[config.mk]
export PLATFORM = sky130hd
export DESIGN_NAME = swm_cell
export DESIGN_NICKNAME = d
export VERILOG_FILES = /design/src/rtl/core/swm_pkg.sv /design/src/rtl/core/swm_cell.sv
export SDC_FILE = /design/constraint.sdc
export NUM_CORES = 1
export LEC_CHECK = 0
export BUFFER_PORTS_ARGS = -buffer_cell sky130_fd_sc_hd__buf_4
export CORE_MARGIN = 2
export CORE_UTILIZATION = 25
export DETAILED_ROUTE_END_ITERATION = 6
export PLACE_DENSITY = 0.53
export RECOVER_POWER = 25
export SLEW_MARGIN = 0
export SYNTH_ARGS = -nofsm -noshare
export SYNTH_HDL_FRONTEND = slang
export SYNTH_SLANG_ARGS = --single-unit
[constraint.sdc]
create_clock -name clk -period 3.6 [get_ports clk]
set_input_delay 0.54 -clock clk [delete_from_list [all_inputs] [get_ports clk]]
set_output_delay 0.54 -clock clk [all_outputs]
set_load 0.05 [all_outputs]
[src/rtl/core/swm_pkg.sv]
package swm_pkg;

  // Fixed field widths.
  localparam int DATA_W = 32;
  localparam int WIN_W  = 7;

  // Default store depth (largest supported window).
  localparam int MAX_WINDOW_DEF = 64;

  // Configuration port.
  localparam int CFG_ADDR_W = 3;
  localparam int CFG_DATA_W = 32;

  // Register indexes (byte address is 4 * index).
  localparam logic [0:0] REG_WINDOW_LENGTH = 1'b0;

  localparam logic [WIN_W-1:0] WINDOW_LENGTH_RST = WIN_W'(1);

  typedef struct packed {
    logic signed [DATA_W-1:0] sample;
    logic                     last_sample;
  } swm_in_t;

  typedef struct packed {
    logic signed [DATA_W-1:0] max_value;
    logic                     last_result;
  } swm_out_t;

  // Control handed from the top level to every cell.
  typedef struct packed {
    logic                     shift_en;
    logic signed [DATA_W-1:0] sample;
  } swm_cell_ctrl_t;

endpackage

[src/rtl/core/swm_cell.sv]
module swm_cell
  import swm_pkg::*;
(
  input  logic                     clk,
  input  swm_cell_ctrl_t           ctrl,
  input  logic signed [DATA_W-1:0] prev_max,
  output logic signed [DATA_W-1:0] run_max
);

  logic signed [DATA_W-1:0] run_max_r;
  logic signed [DATA_W-1:0] run_max_nxt;

  // The running maximum moves one age step along the row and absorbs the new sample.
  assign run_max_nxt = (prev_max > ctrl.sample) ? prev_max : ctrl.sample;

  always_ff @(posedge clk) begin
    if (ctrl.shift_en) begin
      run_max_r <= run_max_nxt;
    end
  end

  assign run_max = run_max_r;

endmodule

==> run_results.csv, run 1 <==
group,metric,value,unit
outcome,status,"finished, violations left",
outcome,violations,"capacitance limit, slew limit",
logic_synthesis,yosysWarnings,0,
sta,whs,0.5627,ns
grt,grt_max_degree,33,
final_layout,drive_above_1_share,50.00,%
setup_path,arrival,3.20,ns
floorplan,rows,35,
power,clock_power_share,26.2,%
routing,routed_wl,5.260,mm
power,power_switching,0.4274,mW
placement,dp_hpwl,4.428,mm
setup_path,crit_start,"prev_max[31]",
power,p_int,0.8860,mW
cts,postCtsSetupBuffers,0,
cts,root_buffer,"clkbuf_8",
sta,tns,0,ns
logic_synthesis,yosys.cell_types.count,26,
floorplan,core,0.009196,mm2
routing,drt_iter0_markers,20,
sta,slew_headroom,-18.30,%
routing,drt_pass1_iterations,4,
sta,max_freq,0.3165,GHz
placement,gp_congestion,0.7371,
logic_synthesis,postSynthCellCount,180,
cts,numCtsBuffers,5,
floorplan,die_area,0.01019,mm2
final_layout,largest_reg_flops,32,
logic_synthesis,synth_top_area_cell,"edfxtp_1",
setup_path,startpoint_type,"primary input",
cts,ctsResizeCount,0,
routing,via_per_inst,4.258,
setup_path,cp.required,3.64,ns
floorplan,io_pins,98,
cts,cts_sinks,32,
cts,clk_pin_slew_worst_paths,0.07,ns
logic_synthesis,yosys.area.top_type_share,40.89,%
power,p_leak,1.673,nW
floorplan,die_height,101.0,um
final_layout,stdcell_area,0.003288,mm2
final_layout,antenna_cells,0,
cts,cts_tree,"yes",
sta,rsz0062_at_grt,"no",
power,total_power,1.313,mW
setup_path,critPathCaptureType,"register",
logic_synthesis,ys_seq_elements,32,
setup_path,endpoint,"run_max[0]",
placement,io_buffers,97,
sta,fin_crit,3.160,ns
final_layout,syn2layout_area_growth,39.94,%
sta,drv_slew,33,
routing,wl_per_cell,13.32,um
logic_synthesis,synth_fp_nets,278,
final_layout,stdcell_count,395,
flow_run,cap_violations,1,
setup_path,path_class,"primary input to register",
sta,worstMarginPinSlew,1.775,ns
logic_synthesis,synth_seq_area_share,40.89,%
grt,grt_pass1_wl,8.045,mm
cts,hold_buffers,0,
hold_path,holdCritPathClass,"primary input to register",
floorplan,die_w,101.0,um
grt,grt_use_total,10.16,%
cts,clock_path_buffers,2,
power,p_sw_share,32.54,%
floorplan,start_util,25.55,%
logic_synthesis,avgSynthCellArea,13.05,um2
sta,hold_viol_final,0,
sta,period_share,87.76,%
power,irDropWorstVdd,143.3,uV
power,p_per_area,399.4,mW/mm2
power,p_comb_share,37.5,%
placement,postPlaceCellArea,0.003184,mm2
placement,dp.cells,387,
final_layout,finalNetCount,381,
logic_synthesis,netlist_area,0.002350,mm2
logic_synthesis,yosys-top-cells-area,"edfxtp_1 41%, mux2_4 19%, ha_1 17%",
routing,drc,0,
grt,antenna_found_initial,0,
setup_path,crit_fanout,19,
grt,grt_pass1_vias,1689,
cts,h-tree-depth,2,
routing,antenna_left,0,
power,p_seq_share,36.3,%
sta,setup_violations,0,
grt,grt_overflow,0,
routing,vias,1682,
[through the flow]
stage / util [%] / setup WS, ns
finish: 35.76 / 0.4405
global route: 35.76 / 0.2627
CTS: 35.80 / 0.3942
detailed placement: 34.63 / 0.09418
global placement: 34.63 / 0.2365
floorplan: - / 0.5645
[layout make-up]
cell class,count,area (um2)
fillers,956,5908
clock inverters,2,35.03
multi-input cells,111,1201
clock buffers,6,72.57
repair buffers,99,752.0
flip-flops and latches,32,960.9
inverters,34,127.6
well taps,111,138.9
[per-layer routing]
metal	GRT usage (%)	share of wire, %	up-vias
met4	3.742	1.6	0
li1	-	-	861
met5	0	0	-
met1	11.72	41	763
met3	2.566	6.6	7
met2	18.10	51	51
[kinds of logic (layout without fill, tap and decap cells)]
logic type | after synthesis | after routing | synth area share [%]
fa+ha+maj | 32 | 32 | 17.04
flops | 32 | 32 | 40.89
compound gates | 23 | 23 | 7.615
buf+inv | 37 | 141 | 7.987
simple gates | 24 | 24 | 6.336
mux | 32 | 32 | 20.13
[critical path, cell delays in order]
cell and delay (ns):
buf_4 0.11, ha_1 0.36, nand4_2 0.18, nor4_4 0.40, nand4_2 0.18, or3_1 0.40
o2111ai_1 0.12, o221a_4 0.32, buf_12 0.22, mux2_2 0.34
[worst min-delay path by stage]
stage | start | end | slack (ns) | cells past startpoint
final | ctrl[6] | run_max[6] | 0.56 | 2
after global routing | ctrl[9] | run_max[9] | 0.55 | 2
after CTS | ctrl[6] | run_max[6] | 0.55 | 2
after detailed placement | ctrl[6] | run_max[6] | 0.85 | 2
after global placement | ctrl[24] | run_max[24] | 0.85 | 2
after floorplan | ctrl[32] | run_max[0] | 0.65 | 0
[synthesized netlist by cell type]
cell type and number:
inv_1 34, edfxtp_1 32, ha_1 32, mux2_4 30, a21oi_1 11, nand2_1 9, a21o_1 3, buf_12 3
nand3_1 3, nand4_1 3, a221oi_1 2, mux2_2 2, nand4_2 2, o21ai_0 2, a2111oi_4 1, a221o_1 1
and2_0 1, nor2_1 1, nor3_1 1, nor4_1 1, nor4_4 1, o2111ai_1 1, o21a_1 1, o221a_4 1
or2b_1 1, or3_1 1
[cells in the final DEF (no fill, tap or decap)]
cell       netlist  final
buf_4            0     97
inv_1           34     34
ha_1            32     32
edfxtp_1        32     32
mux2_4          30     30
a21oi_1         11     11
nand2_1          9      9
clkbuf_8         0      5
nand4_1          3      3
a21o_1           3      3
nand3_1          3      3
nand4_2          2      2
o21ai_0          2      2
a221oi_1         2      2
mux2_2           2      2
clkbuf_1         0      2
nor4_4           1      1
and2_0           1      1
a221o_1          1      1
o21a_1           1      1
nor3_1           1      1
a2111oi_4        1      1
nor4_1           1      1
nor2_1           1      1
or3_1            1      1
or2b_1           1      1
o2111ai_1        1      1
o221a_4          1      1
bufinv_16        0      1
clkinv_2         0      1
buf_12           3      1
[power by group through the flow]
stage               Sequential, mW  Clock, mW  Combinational [mW]
floorplan                    0.635          0               0.191
global placement             0.485          0               0.498
detailed placement           0.485          0               0.500
CTS                          0.477      0.357               0.501
global route                 0.481      0.374               0.526
finish                       0.477      0.345               0.492
(Power assumes the default switching activity.)
==> inputs of run 2 (changes only) <==
--- a/config.mk
+++ b/config.mk
@@ -5,12 +5,14 @@
 export SDC_FILE = /design/constraint.sdc
 export NUM_CORES = 1
 export LEC_CHECK = 0
+export ABC_AREA = 1
 export BUFFER_PORTS_ARGS = -buffer_cell sky130_fd_sc_hd__buf_4
 export CORE_MARGIN = 2
 export CORE_UTILIZATION = 25
 export DETAILED_ROUTE_END_ITERATION = 6
 export PLACE_DENSITY = 0.53
 export RECOVER_POWER = 25
+export SETUP_SLACK_MARGIN = 0.05
 export SLEW_MARGIN = 0
 export SYNTH_ARGS = -nofsm -noshare
 export SYNTH_HDL_FRONTEND = slang
==> run_results.csv, run 2 <==
group,metric,value,unit
floorplan,rows,35,
sta,setup_violations,0,
grt,grt_use_total,12.74,%
sta,fin_crit,2.348,ns
logic_synthesis,yosys.cell_types.count,19,
flow_run,cap_violations,1,
logic_synthesis,yosysWarnings,0,
grt,grt_max_degree,33,
logic_synthesis,synth.most_common_cell,"nand2_1",
logic_synthesis,synth_edf_count,32,
grt,antenna_found_initial,0,
setup_path,cp_slowest_cell,"nand3_4",
logic_synthesis,netlist_area,0.002385,mm2
sta,worstMarginPinSlew,1.851,ns
logic_synthesis,yosys.area.top_type_share,40.29,%
setup_path,path_class,"primary input to register",
final_layout,finalNetCount,481,
cts,clock_path_buffers,2,
cts,postCtsSetupBuffers,0,
setup_path,crit_buf_inv,3,
grt,grt_overflow,0,
final_layout,layout_common_cells,"102 x nand2_1, 99 x buf_4, 41 x inv_1",
power,total_power,1.298,mW
final_layout,mostFrequentLayoutCell,"nand2_1",
hold_path,hold_depth,3,
hold_path,holdCritPathClass,"primary input to register",
routing,drt_pass1_iterations,4,
routing,drt_iter0_markers,63,
final_layout,largest_reg_flops,32,
sta,slew_headroom,-23.39,%
routing,routed_wl,6.473,mm
setup_path,cp_common_cell,"nand2_1",
cts,h-tree-depth,2,
power,irDropWorstVdd,152.8,uV
floorplan,core,0.009240,mm2
final_layout,syn2layout_area_growth,38.30,%
logic_synthesis,synth_common_cells,"102 x nand2_1, 41 x inv_1, 34 x nand4_1, 32 x edfxtp_1, 32 x ha_1",
cts,clk_pin_slew_worst_paths,0.07,ns
sta,tns,0,ns
routing,wl_per_cell,12.62,um
logic_synthesis,synth_seq_area_share,40.29,%
cts,hold_buffers,0,
setup_path,crit_fanout,32,
cts,numCtsBuffers,5,
logic_synthesis,synthFlopType,"edfxtp_1",
sta,whs,0.5330,ns
logic_synthesis,avgSynthCellArea,8.281,um2
setup_path,arrival,2.38,ns
logic_synthesis,synth_fp_nets,386,
cts,ctsResizeCount,0,
final_layout,fillerInstances,946,
sta,hold_viol_final,0,
final_layout,drive_above_1_share,28.39,%
setup_path,crit_family,"simple AND/OR/NAND/NOR gates",
setup_path,path_depth,13,
sta,period_share,65.22,%
routing,via_per_inst,4.294,
cts,cts_sinks,32,
floorplan,die_area,0.01034,mm2
cts,root_buffer,"clkbuf_8",
logic_synthesis,yosys-top-cells-area,"edfxtp_1 40%, ha_1 17%, nand2_1 16%",
placement,io_buffers,97,
floorplan,die_w,101.7,um
cts,cts_tree,"yes",
setup_path,critPathCaptureType,"register",
setup_path,cp.required,3.63,ns
sta,drv_slew,33,
sta,rsz0062_at_grt,"no",
routing,antenna_left,0,
grt,grt_pass1_wl,10.25,mm
power,p_per_area,393.6,mW/mm2
floorplan,start_util,25.81,%
logic_synthesis,postSynthCellCount,288,
setup_path,startpoint_type,"primary input",
grt,grt_pass1_vias,2175,
setup_path,cp_cell_sequence,"buf_4 > inv_1 > ha_1 > nand2_1 > nor2_2 > nand2_1 > inv_1 > a21oi_1 > nand2_1 > nand2_2 > nand3_4 > nand2_1 > nand2_1",
logic_synthesis,synth_top_area_cell,"edfxtp_1",
routing,drc,0,
placement,dp_hpwl,4.757,mm
floorplan,die_height,101.7,um
setup_path,cpPeakStageDelay,0.36,ns
power,p_leak,1.727,nW
routing,vias,2203,
final_layout,antenna_cells,0,
floorplan,io_pins,98,
outcome,status,"finished, violations left",
sta,max_freq,0.4259,GHz
outcome,violations,"capacitance limit, slew limit",
placement,gp_congestion,0.8008,
logic_synthesis,ys_seq_elements,32,
logic_synthesis,synth-async-reset-ratio,0,%
## run 2: cell type report
class,count,area [um2],area share (%)
clock inverter,1,3.754,0.1138
clock buffer,7,76.32,2.314
sequential,32,960.9,29.14
multi-input combinational,203,1195,36.23
inverter,41,153.9,4.666
tap,129,161.4,4.894
timing repair buffer,100,747.0,22.65
## run 2: through the flow
step	worst slack [ns]	cell area, um2	util, %	cells
6_report	1.252	3298	35.69	513
5_1_grt	1.015	3298	35.69	513
4_1_cts	1.239	3302	35.73	513
3_5_place_dp	0.9360	3222	34.87	505
3_3_place_gp	0.9752	3222	34.87	505
2_1_floorplan	1.450	2385	-	288
## run 2: power breakdown
part | internal [mW] | switching [mW] | total [mW] | leakage [nW]
logic | 0.182 | 0.356 | 0.538 | 1.38
registers | 0.479 | 0.0143 | 0.494 | 0.312
clock network | 0.135 | 0.132 | 0.266 | 0.0399
total | 0.796 | 0.502 | 1.30 | 1.73
## run 2: cells by family (layout without fill, tap and decap cells)
group | count (synthesis) | count (layout) | share of synthesized area [%]
AO/OA/AOI/OAI | 19 | 19 | 4.302
adder cells (fa/ha/maj) | 32 | 32 | 16.79
buffers and inverters | 53 | 149 | 9.601
flip-flops | 32 | 32 | 40.29
AND/OR/NAND/NOR | 152 | 152 | 29.01
## run 2: path summary, 6_finish.rpt
| path | startpoint | endpoint |
|---|---|---|
| worst min-delay path | ctrl[3] | run_max[3] |
| worst max-delay path | ctrl[31] | run_max[22] |
## run 2: layer usage
layer / share of wire [%] / vias to the layer above / GRT usage (%) / wire length, um
met1: 44 / 968 / 15.49 / 2878
met3: 6.3 / 6 / 3.175 / 411
met2: 48 / 68 / 21.71 / 3108
met4: 1.2 / 0 / 4.678 / 75
li1: - / 1161 / - / -
met5: 0 / - / 0 / 0
